### config.mk
export PLATFORM = sky130hd
export DESIGN_NAME = accel_magnitude_window_fifo
export DESIGN_NICKNAME = d
export VERILOG_FILES = /design/src/rtl/mwf_pkg.sv /design/src/rtl/mwf_ram.sv /design/src/rtl/mwf_front.sv /design/src/rtl/mwf_root.sv /design/src/rtl/mwf_back.sv /design/src/rtl/accel_magnitude_window_fifo.sv
export SDC_FILE = /design/constraint.sdc
export NUM_CORES = 2
export LEC_CHECK = 0
export ABC_AREA = 1
export BUFFER_PORTS_ARGS = -buffer_cell sky130_fd_sc_hd__buf_2
export CORE_MARGIN = 2
export CORE_UTILIZATION = 35
export CTS_CLUSTER_SIZE = 25
export DETAILED_ROUTE_END_ITERATION = 10
export REMOVE_ABC_BUFFERS = 1
export SETUP_SLACK_MARGIN = 0.02
export SLEW_MARGIN = 20
export SYNTH_ARGS = -nofsm -noshare
export SYNTH_HDL_FRONTEND = slang
export SYNTH_SLANG_ARGS = --single-unit
### constraint.sdc
create_clock -name aclk -period 6.9 [get_ports aclk]
set_input_delay 0.69 -clock aclk [delete_from_list [all_inputs] [get_ports aclk]]
set_output_delay 0.69 -clock aclk [all_outputs]
set_load 0.02 [all_outputs]
### src/rtl/mwf_pkg.sv
// shared types and constants for the magnitude window fifo
`timescale 1ns / 1ps
package mwf_pkg;

    localparam int DEF_BUFFER_DEPTH   = 16;
    localparam int DEF_MAX_WINDOW     = 256;

    localparam int ACCEL_W     = 16;
    localparam int MAG_W       = 17;
    localparam int SQ_W        = 32;
    localparam int ROOT_W      = 16;
    localparam int SUM_W       = 24;
    localparam int CFG_W       = 9;
    localparam int COUNT_OUT_W = 5;

    localparam logic [CFG_W-1:0] SPW_RESET = 9'd50;

    localparam logic OP_SAMPLE = 1'b0;
    localparam logic OP_POP    = 1'b1;

    // register index as decoded from paddr
    localparam logic REG_SPW = 1'b0;

    typedef struct packed {
        logic             is_pop;
        logic [MAG_W-1:0] mag_x;
        logic [MAG_W-1:0] mag_y;
        logic [MAG_W-1:0] mag_z;
    } item_t;

endpackage

### src/rtl/mwf_ram.sv
// generic single-write ram with registered read
`timescale 1ns / 1ps
module mwf_ram #(
    parameter int WIDTH = 24,
    parameter int DEPTH = 16
) (
    input  logic                     aclk,
    input  logic                     we,
    input  logic [$clog2(DEPTH)-1:0] waddr,
    input  logic [WIDTH-1:0]         wdata,
    input  logic [$clog2(DEPTH)-1:0] raddr,
    output logic [WIDTH-1:0]         rdata
);

    logic [WIDTH-1:0] mem [DEPTH];
    logic [WIDTH-1:0] rdata_reg;

    always_ff @(posedge aclk) begin
        if (we) begin
            mem[waddr] <= wdata;
        end
        rdata_reg <= mem[raddr];
    end

    assign rdata = rdata_reg;

endmodule

### src/rtl/mwf_front.sv
// input side: accepts requests, takes magnitudes, two-entry queue
`timescale 1ns / 1ps
module mwf_front (
    input  logic          aclk,
    input  logic          aresetn,
    input  logic          s_tvalid,
    output logic          s_tready,
    input  logic [47:0]   s_tdata,   // accel_x, accel_y, accel_z
    input  logic [0:0]    s_tuser,   // opcode
    output logic          q_valid,
    output mwf_pkg::item_t q_item,
    input  logic          q_take
);
    import mwf_pkg::*;

    function automatic logic [MAG_W-1:0] abs_mag(input logic [ACCEL_W-1:0] v);
        logic [MAG_W-1:0] ext;
        ext = {1'b0, v};
        if (v[ACCEL_W-1]) begin
            abs_mag = (MAG_W'(1) << ACCEL_W) - ext;
        end else begin
            abs_mag = ext;
        end
    endfunction

    item_t       ent_reg [2];
    logic [1:0]  cnt_reg, cnt_next;
    logic        wr_ptr_reg, wr_ptr_next;
    logic        rd_ptr_reg, rd_ptr_next;
    logic        push, pop;
    item_t       in_item;

    assign s_tready = (cnt_reg != 2'd2);
    assign q_valid  = (cnt_reg != 2'd0);
    assign q_item   = ent_reg[rd_ptr_reg];
    assign push     = s_tvalid & s_tready;
    assign pop      = q_take & q_valid;

    always_comb begin
        in_item.is_pop = (s_tuser[0] == OP_POP);
        in_item.mag_x  = abs_mag(s_tdata[15:0]);
        in_item.mag_y  = abs_mag(s_tdata[31:16]);
        in_item.mag_z  = abs_mag(s_tdata[47:32]);
        wr_ptr_next    = push ? ~wr_ptr_reg : wr_ptr_reg;
        rd_ptr_next    = pop ? ~rd_ptr_reg : rd_ptr_reg;
        cnt_next       = cnt_reg;
        if (push && !pop) begin
            cnt_next = cnt_reg + 2'd1;
        end else if (pop && !push) begin
            cnt_next = cnt_reg - 2'd1;
        end
    end

    always_ff @(posedge aclk) begin
        if (!aresetn) begin
            cnt_reg    <= 2'd0;
            wr_ptr_reg <= 1'b0;
            rd_ptr_reg <= 1'b0;
        end else begin
            cnt_reg    <= cnt_next;
            wr_ptr_reg <= wr_ptr_next;
            rd_ptr_reg <= rd_ptr_next;
        end
    end

    always_ff @(posedge aclk) begin
        if (push) begin
            ent_reg[wr_ptr_reg] <= in_item;
        end
    end

endmodule

### src/rtl/mwf_root.sv
// sum of squares with one shared multiplier, then bitwise integer square root
`timescale 1ns / 1ps
module mwf_root (
    input  logic                        aclk,
    input  logic                        aresetn,
    input  logic                        start,
    input  logic [mwf_pkg::MAG_W-1:0]   mag_x,
    input  logic [mwf_pkg::MAG_W-1:0]   mag_y,
    input  logic [mwf_pkg::MAG_W-1:0]   mag_z,
    output logic                        done,
    output logic [mwf_pkg::ROOT_W-1:0]  root
);
    import mwf_pkg::*;

    localparam logic [1:0] R_IDLE = 2'd0;
    localparam logic [1:0] R_SQ   = 2'd1;
    localparam logic [1:0] R_RT   = 2'd2;

    logic [1:0]         state_reg, state_next;
    logic [3:0]         step_reg, step_next;
    logic               done_reg, done_next;
    logic [MAG_W-1:0]   op_reg [3];
    logic [SQ_W-1:0]    prod_reg, prod_next;
    logic [SQ_W-1:0]    val_reg, val_next;
    logic [SQ_W-1:0]    res_reg, res_next;
    logic [SQ_W-1:0]    probe_reg, probe_next;
    logic [MAG_W-1:0]   op_sel;
    logic [2*MAG_W-1:0] sq_full;
    logic [SQ_W-1:0]    trial;

    assign op_sel  = (step_reg[1:0] == 2'd3) ? op_reg[2] : op_reg[step_reg[1:0]];
    assign sq_full = op_sel * op_sel;
    assign trial   = res_reg + probe_reg;
    assign done    = done_reg;
    assign root    = res_reg[ROOT_W-1:0];

    always_comb begin
        state_next = state_reg;
        step_next  = step_reg;
        done_next  = 1'b0;
        prod_next  = prod_reg;
        val_next   = val_reg;
        res_next   = res_reg;
        probe_next = probe_reg;
        case (state_reg)
            R_IDLE: begin
                if (start) begin
                    state_next = R_SQ;
                    step_next  = 4'd0;
                    val_next   = '0;
                end
            end
            R_SQ: begin
                prod_next = sq_full[SQ_W-1:0];
                if (step_reg != 4'd0) begin
                    val_next = val_reg + prod_reg;
                end
                if (step_reg == 4'd3) begin
                    state_next = R_RT;
                    step_next  = 4'd0;
                    res_next   = '0;
                    probe_next = SQ_W'(1) << (SQ_W - 2);
                end else begin
                    step_next = step_reg + 4'd1;
                end
            end
            R_RT: begin
                if (val_reg >= trial) begin
                    val_next = val_reg - trial;
                    res_next = (res_reg >> 1) + probe_reg;
                end else begin
                    res_next = res_reg >> 1;
                end
                probe_next = probe_reg >> 2;
                step_next  = step_reg + 4'd1;
                if (step_reg == 4'd15) begin
                    state_next = R_IDLE;
                    done_next  = 1'b1;
                end
            end
            default: begin
                state_next = R_IDLE;
            end
        endcase
    end

    always_ff @(posedge aclk) begin
        if (!aresetn) begin
            state_reg <= R_IDLE;
            step_reg  <= 4'd0;
            done_reg  <= 1'b0;
        end else begin
            state_reg <= state_next;
            step_reg  <= step_next;
            done_reg  <= done_next;
        end
    end

    always_ff @(posedge aclk) begin
        if (start && state_reg == R_IDLE) begin
            op_reg[0] <= mag_x;
            op_reg[1] <= mag_y;
            op_reg[2] <= mag_z;
        end
        prod_reg  <= prod_next;
        val_reg   <= val_next;
        res_reg   <= res_next;
        probe_reg <= probe_next;
    end

endmodule

### src/rtl/mwf_back.sv
// execution side: window accumulation, ring buffer of sums, result register
`timescale 1ns / 1ps
module mwf_back #(
    parameter int BUFFER_DEPTH       = mwf_pkg::DEF_BUFFER_DEPTH,
    parameter int MAX_WINDOW_SAMPLES = mwf_pkg::DEF_MAX_WINDOW
) (
    input  logic                       aclk,
    input  logic                       aresetn,
    input  logic                       q_valid,
    input  mwf_pkg::item_t             q_item,
    output logic                       q_take,
    input  logic [mwf_pkg::CFG_W-1:0]  window_len_cfg,
    output logic                       m_tvalid,
    input  logic                       m_tready,
    output logic [31:0]                m_tdata,   // window_sum, stored_count
    output logic [1:0]                 m_tuser    // pop_ok, window_closed
);
    import mwf_pkg::*;

    localparam int AW   = $clog2(BUFFER_DEPTH);
    localparam int CW   = $clog2(BUFFER_DEPTH + 1);
    localparam int TW   = CW + 1;
    localparam int SW   = $clog2(MAX_WINDOW_SAMPLES + 1);
    localparam int CMPW = (SW > CFG_W) ? SW : CFG_W;

    localparam logic [1:0] ST_IDLE = 2'd0;
    localparam logic [1:0] ST_ROOT = 2'd1;
    localparam logic [1:0] ST_ADD  = 2'd2;
    localparam logic [1:0] ST_POP  = 2'd3;

    logic [1:0]             state_reg, state_next;
    logic [AW-1:0]          wpos_reg, wpos_next;
    logic [CW-1:0]          held_reg, held_next;
    logic [SUM_W-1:0]       sum_reg, sum_next;
    logic [SW-1:0]          taken_reg, taken_next;
    logic                   hit_reg, hit_next;
    logic                   m_tvalid_reg, m_tvalid_next;
    logic                   o_pop_ok_reg, o_pop_ok_next;
    logic [SUM_W-1:0]       o_sum_reg, o_sum_next;
    logic                   o_closed_reg, o_closed_next;
    logic [COUNT_OUT_W-1:0] o_count_reg, o_count_next;

    logic                   out_free;
    logic                   root_start, root_done;
    logic [ROOT_W-1:0]      root_val;
    logic                   ram_we;
    logic [SUM_W-1:0]       ram_rdata;
    logic [AW-1:0]          tail;
    logic [TW-1:0]          w_ext, h_ext, t_ext;
    logic [CMPW-1:0]        cfg_ext, len;
    logic [SUM_W:0]         sum_wide;
    logic [SUM_W-1:0]       sum_sat;
    logic [SW-1:0]          taken_inc;
    logic                   closes;

    mwf_root u_root (
        .aclk    (aclk),
        .aresetn (aresetn),
        .start   (root_start),
        .mag_x   (q_item.mag_x),
        .mag_y   (q_item.mag_y),
        .mag_z   (q_item.mag_z),
        .done    (root_done),
        .root    (root_val)
    );

    mwf_ram #(
        .WIDTH (SUM_W),
        .DEPTH (BUFFER_DEPTH)
    ) u_store (
        .aclk  (aclk),
        .we    (ram_we),
        .waddr (wpos_reg),
        .wdata (sum_sat),
        .raddr (tail),
        .rdata (ram_rdata)
    );

    assign out_free = !m_tvalid_reg || m_tready;
    assign m_tvalid = m_tvalid_reg;
    assign m_tdata  = {3'b000, o_count_reg, o_sum_reg};
    assign m_tuser  = {o_closed_reg, o_pop_ok_reg};

    always_comb begin
        w_ext = TW'(wpos_reg);
        h_ext = TW'(held_reg);
        if (w_ext >= h_ext) begin
            t_ext = w_ext - h_ext;
        end else begin
            t_ext = w_ext + TW'(BUFFER_DEPTH) - h_ext;
        end
        tail = t_ext[AW-1:0];

        cfg_ext = CMPW'(window_len_cfg);
        if (cfg_ext == '0) begin
            len = CMPW'(1);
        end else if (cfg_ext > CMPW'(MAX_WINDOW_SAMPLES)) begin
            len = CMPW'(MAX_WINDOW_SAMPLES);
        end else begin
            len = cfg_ext;
        end

        sum_wide  = {1'b0, sum_reg} + (SUM_W + 1)'(root_val);
        sum_sat   = sum_wide[SUM_W] ? {SUM_W{1'b1}} : sum_wide[SUM_W-1:0];
        taken_inc = (taken_reg == SW'(MAX_WINDOW_SAMPLES)) ? taken_reg : taken_reg + SW'(1);
        closes    = (CMPW'(taken_inc) >= len);
    end

    always_comb begin
        state_next    = state_reg;
        wpos_next     = wpos_reg;
        held_next     = held_reg;
        sum_next      = sum_reg;
        taken_next    = taken_reg;
        hit_next      = hit_reg;
        m_tvalid_next = m_tvalid_reg & ~m_tready;
        o_pop_ok_next = o_pop_ok_reg;
        o_sum_next    = o_sum_reg;
        o_closed_next = o_closed_reg;
        o_count_next  = o_count_reg;
        q_take        = 1'b0;
        root_start    = 1'b0;
        ram_we        = 1'b0;
        case (state_reg)
            ST_IDLE: begin
                if (q_valid) begin
                    q_take = 1'b1;
                    if (q_item.is_pop) begin
                        hit_next   = (held_reg != '0);
                        state_next = ST_POP;
                    end else begin
                        root_start = 1'b1;
                        state_next = ST_ROOT;
                    end
                end
            end
            ST_ROOT: begin
                if (root_done) begin
                    state_next = ST_ADD;
                end
            end
            ST_ADD: begin
                if (out_free) begin
                    if (closes) begin
                        ram_we     = 1'b1;
                        wpos_next  = (wpos_reg == AW'(BUFFER_DEPTH - 1)) ? '0
                                                                        : wpos_reg + AW'(1);
                        held_next  = (held_reg == CW'(BUFFER_DEPTH)) ? held_reg
                                                                     : held_reg + CW'(1);
                        sum_next   = '0;
                        taken_next = '0;
                    end else begin
                        sum_next   = sum_sat;
                        taken_next = taken_inc;
                    end
                    m_tvalid_next = 1'b1;
                    o_pop_ok_next = 1'b0;
                    o_sum_next    = '0;
                    o_closed_next = closes;
                    o_count_next  = COUNT_OUT_W'(held_next);
                    state_next    = ST_IDLE;
                end
            end
            ST_POP: begin
                if (out_free) begin
                    if (hit_reg) begin
                        held_next = held_reg - CW'(1);
                    end
                    m_tvalid_next = 1'b1;
                    o_pop_ok_next = hit_reg;
                    o_sum_next    = hit_reg ? ram_rdata : '0;
                    o_closed_next = 1'b0;
                    o_count_next  = COUNT_OUT_W'(held_next);
                    state_next    = ST_IDLE;
                end
            end
            default: begin
                state_next = ST_IDLE;
            end
        endcase
    end

    always_ff @(posedge aclk) begin
        if (!aresetn) begin
            state_reg    <= ST_IDLE;
            wpos_reg     <= '0;
            held_reg     <= '0;
            sum_reg      <= '0;
            taken_reg    <= '0;
            m_tvalid_reg <= 1'b0;
        end else begin
            state_reg    <= state_next;
            wpos_reg     <= wpos_next;
            held_reg     <= held_next;
            sum_reg      <= sum_next;
            taken_reg    <= taken_next;
            m_tvalid_reg <= m_tvalid_next;
        end
    end

    always_ff @(posedge aclk) begin
        hit_reg      <= hit_next;
        o_pop_ok_reg <= o_pop_ok_next;
        o_sum_reg    <= o_sum_next;
        o_closed_reg <= o_closed_next;
        o_count_reg  <= o_count_next;
    end

endmodule

### src/rtl/accel_magnitude_window_fifo.sv
// top level: request queue, magnitude window engine and configuration port
// order: a sample request passes through the sum of squares and the 16-step square
// root, then updates the window; a pop request reads the ring buffer. Either may stall
// on m_tready, and the engine takes the next request only once the last one is done
// reset: synchronous active-low aresetn clears counters, sum and handshakes
`timescale 1ns / 1ps
module accel_magnitude_window_fifo #(
    parameter int BUFFER_DEPTH       = mwf_pkg::DEF_BUFFER_DEPTH,
    parameter int MAX_WINDOW_SAMPLES = mwf_pkg::DEF_MAX_WINDOW
) (
    input  logic        aclk,
    input  logic        aresetn,
    input  logic        s_tvalid,
    output logic        s_tready,
    input  logic [47:0] s_tdata,   // accel_x, accel_y, accel_z
    input  logic [0:0]  s_tuser,   // opcode
    output logic        m_tvalid,
    input  logic        m_tready,
    output logic [31:0] m_tdata,   // window_sum, stored_count
    output logic [1:0]  m_tuser,   // pop_ok, window_closed
    input  logic        psel,
    input  logic        penable,
    input  logic        pwrite,
    input  logic [2:0]  paddr,
    input  logic [31:0] pwdata,
    output logic [31:0] prdata,
    output logic        pready
);
    import mwf_pkg::*;

    logic [CFG_W-1:0] spw_reg, spw_next;
    logic             q_valid, q_take;
    item_t            q_item;
    logic             cfg_wr;

    assign pready = 1'b1;
    assign cfg_wr = psel & penable & pwrite & pready;

    always_comb begin
        spw_next = spw_reg;
        if (cfg_wr && paddr[2] == REG_SPW) begin
            spw_next = pwdata[CFG_W-1:0];
        end
        if (paddr[2] == REG_SPW) begin
            prdata = {{(32 - CFG_W){1'b0}}, spw_reg};
        end else begin
            prdata = '0;
        end
    end

    always_ff @(posedge aclk) begin
        if (!aresetn) begin
            spw_reg <= SPW_RESET;
        end else begin
            spw_reg <= spw_next;
        end
    end

    mwf_front u_front (
        .aclk     (aclk),
        .aresetn  (aresetn),
        .s_tvalid (s_tvalid),
        .s_tready (s_tready),
        .s_tdata  (s_tdata),
        .s_tuser  (s_tuser),
        .q_valid  (q_valid),
        .q_item   (q_item),
        .q_take   (q_take)
    );

    mwf_back #(
        .BUFFER_DEPTH       (BUFFER_DEPTH),
        .MAX_WINDOW_SAMPLES (MAX_WINDOW_SAMPLES)
    ) u_back (
        .aclk               (aclk),
        .aresetn            (aresetn),
        .q_valid            (q_valid),
        .q_item             (q_item),
        .q_take             (q_take),
        .window_len_cfg     (spw_reg),
        .m_tvalid           (m_tvalid),
        .m_tready           (m_tready),
        .m_tdata            (m_tdata),
        .m_tuser            (m_tuser)
    );

endmodule
# Yosys cells after proc, flatten, opt, wreduce, memory -nomap -nowiden
# Memories as Yosys holds them, arrays and structs flattened. A register that Yosys moved wholly into a read port is not among the register bits.
# Cells that the tools add are included.
[word_totals]
register_bits = 225
n_memories = 3
ram_bits = 539
output_inout_bits = 69
[op_classes]
n_mux = 72
multipliers = 1
eq_ne = 22
n_lt_le_gt_ge = 4
reduce_logical = 29
n_addsub = 18
n_bitwise = 9
[memory_table]
columns = ["memory", "depth", "word_bits", "read_ports", "rd_clocked_by_memory_dff", "write_ports", "line_no", "rtl"]
rows = [
  ["u_back.u_store.mem", 16, 24, 1, 1, 1, "mwf_ram.sv:15", "logic [WIDTH-1:0] mem [DEPTH];"],
  ["u_front.ent_reg", 2, 52, 1, 1, 1, "mwf_front.sv:26", "item_t ent_reg [2];"],
  ["u_back.u_root.op_reg", 3, 17, 2, 1, 3, "mwf_root.sv:22", "logic [MAG_W-1:0] op_reg [3];"],
]
[ops]
columns = ["op", "count"]
rows = [
  ["$mux 32", 6],
  ["$pmux 32 s2", 2],
  ["$mux 24", 5],
  ["$pmux 32 s3", 1],
  ["$mux 17", 4],
  ["$add 32x32->32", 2],
  ["$sub 17x16->17 const A", 3],
  ["$pmux 24 s2", 1],
  ["$mux 9", 5],
  ["$add 31x32->32", 1],
  ["$ge 32x32->1", 1],
  ["$mul 17x17->32", 1],
  ["$sub 32x32->32", 1],
  ["$add 24x16->25", 1],
  ["$mux 5", 5],
  ["$mux 1", 22],
  ["$mux 2", 11],
  ["$mux 4", 4],
  ["$ne 2x2->1 const B", 8],
  ["$reduce_and 3->1", 5],
  ["$add 4x1->4 const B", 3],
  ["$pmux 2 s3", 2],
  ["$pmux 4 s3", 1],
  ["$pmux 5 s2", 1],
  ["other kinds (31)", 59],
]

# Logic depth before layout (Yosys ltp)
[depth]
depth_word = 9
ltp_mapped = 32
depth_no_buf = 30

# By module
# Synthesis repeated with hierarchy kept, for this count alone.
[hier_totals]
hier_cells = 6031
hier_area_um2 = 51130.3
[modules_own_cells]
columns = ["mod", "area_each_um2", "n_inst", "cells_per_inst"]
rows = [
  ["mwf_root", 22509.1, 1, 3068],
  ["mwf_ram", 16955.0, 1, 1597],
  ["mwf_back", 5693.0, 1, 803],
  ["mwf_front", 5303.8, 1, 461],
  ["accel_magnitude_window_fifo", 669.4, 1, 102],
]

# Least setup slack after synthesis
# No wires, ideal clock.
[synth_timing]
path_kind = "flip-flop to flip-flop"
startpoint = "register u_back.u_root.step_reg[0]"
endpoint = "register u_back.u_root.prod_reg[30] (data pin)"
t_arrival_ns = 5.932
slack_ns = 0.710
n_path_buf = 1
required_ns = 6.642
stages_incl_launch_ff = 31
period_less_slack_ns = 6.190
path_cell_list = "dfxtp_1 -> ha_1 -> nor2_4 -> buf_4 -> nor2_1 -> a31oi_2 -> inv_2 -> nor2_1 -> inv_1 -> fa_1 -> inv_1 -> fa_1 -> inv_1 -> fa_1 -> inv_1 -> fa_1 -> fa_1 -> inv_1 -> fa_1 -> inv_1 -> ha_1 -> nand2_1 -> inv_1 -> a21oi_1 -> nand2_1 -> nand2_1 -> nand3_1 -> nand2_1 -> inv_1 -> o21ai_0 -> nand2_1"
[synth_via]
elab_chain_cells = 3
[synth_lines]
columns = ["element", "line_no", "rtl"]
rows = [
  ["start, declared", "mwf_root.sv:20", "logic [3:0] step_reg, step_next;"],
  ["start signal, assigned", "mwf_root.sv:94", "step_reg <= step_next;"],
  ["$eq 2x2->1", "mwf_root.sv:31", "assign op_sel = (step_reg[1:0] == 2'd3) ? op_reg[2] : op_reg[step_reg[1:0]];"],
  ["$mux 17", "mwf_root.sv:31", ""],
  ["$mul 17x17->32", "mwf_root.sv:32", "assign sq_full = op_sel * op_sel;"],
  ["via u_back.u_root.sq_full[30]", "mwf_root.sv:28", "logic [2*MAG_W-1:0] sq_full;"],
  ["end signal, assigned", "mwf_root.sv:105", "prod_reg <= prod_next;"],
  ["end, declared", "mwf_root.sv:23", "logic [SQ_W-1:0] prod_reg, prod_next;"],
]
# The timed path passes the listed nets, and every way through them passes these cells.
# A chain may end at the register's enable or synchronous reset.

# Worst setup path in the final report
# Ends and elaborated chain as after synthesis.

==> results.md <==
- First-pass GRT wire length: around 190 mm
- Synth Cell Area: between 0.04 and 0.05 mm2
- Post-layout minimum cycle time: roughly 6700 ps
- Max reg flops: approximately 380
- Clock Tree Buf Depth: 3
- Setup Viol. Count Final: 0
- CP Launch Type: flip-flop
- Starting DRT DRC Count: just under 3k
- Post-route DRC: 0
- Vias per cell: ~4.9
- Ys async rst share: 0%
- Via count: 36.4k
- CP endpoint kind: flip-flop
- Antenna violation net count after detailed routing: 0
- Proportion of layout cells with a drive suffix above 1: between 8 and 9%
- Core Rows: 136
- Synthesized area per cell: 8.98 um2
- Tightest Pin Transition: approximately 1100 ps
- Yosys warns: 0
- Clk slew on worst S/H paths: 60 ps
- # Max-Cap Violations: 0
- P&R area growth vs syn: 11.7%
- Crit path kind: reg2reg
- CP arrival: 7130 ps
- Latest clock arrival within the worst-skew pair: between 600 and 700 ps
- Run status: finished clean
- Antenna fix cells: 0
- Clk sinks: just under 800
- Hpwl dp: slightly below 90 mm
- Layout Skew: 52.0 ps
- Post-Syn Instances: approximately 5.4k
- Pins Over Slew Limit: 0
- Post-layout nets: 6080
- Port-buffer cells: 107
- DRT Pass-1 Iters: 7
- Post-synthesis register bit count: slightly below 800
- Routability cong.: roughly 0.9
- Die area: 0.142 mm2
- Final Hold Viols: 0
- Tightest Hold Check Type: in2reg
- CTS tree: built
- H-Tree Depth: 3
- Post-DP Area: 0.0515 mm2
- Fmax: 0.149 GHz
- Largest net degree at the start of global routing: 101
- Final std cell area, no fill: 0.0544 mm2
- Num CTS Buffers: 81
- Worst Path Max Fanout: 17
- Vias in the first global route: about 35k
- Period utilisation layout: between 90% and 100%
- CP required: roughly 7300 ps
- Slowest stage cell, crit path: fa_1
- CP max stage delay: ~560 ps
- Cells after DPL: between 7k and 8k
- Post-route insts no fill: 7416
- GRT Util Overall: ~17%
- Initial antenna violation count: 1
- IO Pins: 160
- CTS root buf: clkbuf_16
- Die Y: 377 um
- Hold Path Cell Cnt: 1
- Fill count: 13.6k
- Synth cell types: 57
- Drt total wl: between 100 and 150 mm
- Core area: around 0.14 mm2
- R2R cell count: 30
- Number of synthesized flops with an enable pin: roughly 680
- Unrepaired setup endpoints after global routing: yes
- Sequential area share after synthesis: ~46%
- DR WL/cell: between 15 and 20 um
- Initial Util: between 30% and 40%
- GR Overflow Total: 0
- Multi-input gate area: around 0.023 mm2
- Reg area: 0.0223 mm2
- Ys flop type: edfxtp_1
- Slew headroom: around 24%
- Width of the chip: 377 um
metrics by stage:
stage | utilization, % | setup WS (ps) | TNS, ps | hold slack, ps
after floorplan | - | 221 | 0 | 425
after global placement | 37.4 | 224 | 0 | 424
after detailed placement | 37.4 | 187 | 0 | 436
after CTS | 39.4 | 193 | 0 | 174
after global routing | 39.5 | -93.4 | -164 | 192
final | 39.5 | 177 | 0 | 234
cell type report:
class	count	area share, %
multi-input cells	3634	41.5
flip-flops and latches	774	41.0
well taps	1794	4.12
clock buffers	113	4.07
repair buffers	182	2.22
clock inverters	38	1.01
inverters	881	6.09
synth_stat cells (55+ instances only):
cell,instances,area share [%]
clkbuf_1,81,0.62
nor2_1,709,5.5
o32ai_1,96,1.7
o21ai_0,262,2.7
edfxtp_1,682,42
nand2_1,1157,8.9
dfxtp_1,92,3.8
mux2_2,71,1.6
xor2_1,80,1.4
nand3_1,224,2.3
xnor2_1,55,0.99
fa_1,193,7.9
a21oi_1,250,2.6
inv_1,863,6.6
ha_1,242,6.2
kinds of logic (layout without fill, tap and decap cells):
kind of cell | count (synthesis) | in the layout | share of synthesized area (%)
multiplexers | 75 | 75 | 1.73
other | 2 | 33 | 0.0154
AO/OA/AOI/OAI | 707 | 707 | 8.57
XOR/XNOR | 135 | 135 | 2.43
AND/OR/NAND/NOR | 2249 | 2249 | 18.7
buffers and inverters | 1052 | 1214 | 8.59
flip-flops | 774 | 774 | 45.8
adder cells (fa/ha/maj) | 435 | 435 | 14.1
metal layers:
layer	track usage [%]	routed length, um	vias to the layer above
met2	29.4	58100	864
met4	4.20	2680	2
met3	2.30	5770	178
met1	22.7	55500	17300
met5	0	12	-
li1	-	-	18000
path summary, 6_finish.rpt:
check                                          startpoint                         end  slack (ps)
worst min-delay path                              s_tuser      u_front.ent_reg[1][51]         230
worst max-delay path            u_back.u_root.step_reg[0]  u_back.u_root.prod_reg[30]         180
worst max register to register  u_back.u_root.step_reg[0]  u_back.u_root.prod_reg[30]         180
worst min register to register         u_front.rd_ptr_reg                   flip-flop         450
layout by cell type (no fill, tap or decap), types with 7 or more instances in the layout:
cell | Yosys | routed
nand3_1 | 224 | 224
conb_1 | 2 | 33
clkbuf_1 | 81 | 25
a31oi_1 | 8 | 8
a31oi_2 | 8 | 8
edfxtp_1 | 682 | 682
o21bai_1 | 11 | 11
clkinv_2 | 1 | 17
a21o_1 | 12 | 12
o32ai_1 | 96 | 96
nor2_1 | 709 | 687
dfxtp_1 | 92 | 91
bufinv_16 | 0 | 9
nand3b_1 | 19 | 19
ha_1 | 242 | 238
mux2_2 | 71 | 71
o21ai_0 | 262 | 261
inv_1 | 863 | 862
nand2_1 | 1157 | 1157
nor2_4 | 5 | 24
inv_2 | 13 | 12
clkbuf_16 | 0 | 82
fa_1 | 193 | 192
clkbuf_8 | 0 | 7
or2_2 | 13 | 13
buf_2 | 41 | 107
o21ai_1 | 29 | 30
nor4_1 | 9 | 8
buf_4 | 38 | 67
xnor2_1 | 55 | 55
nor2_2 | 5 | 8
nand4_1 | 49 | 49
a21oi_2 | 8 | 8
nor3_1 | 42 | 42
xor2_1 | 80 | 78
a21oi_1 | 250 | 250
critical path, delay by kind of cell (launching register included):
kind	cells	cell delay (ps)
AND/OR/NAND/NOR	12	1260
buffers and inverters	9	1080
AO/OA/AOI/OAI	1	240
adder cells (fa/ha/maj)	8	3560
flip-flops	1	330
timing repair:
item	4_1_cts	5_1_grt
resized for setup	0	8
buffers inserted	0	2
hold buffers	0	0
setup endpoints to repair	0	7
Power is not shown: default switching activity piles up to over one toggle a cycle in this logic, so the estimate is an artifact.
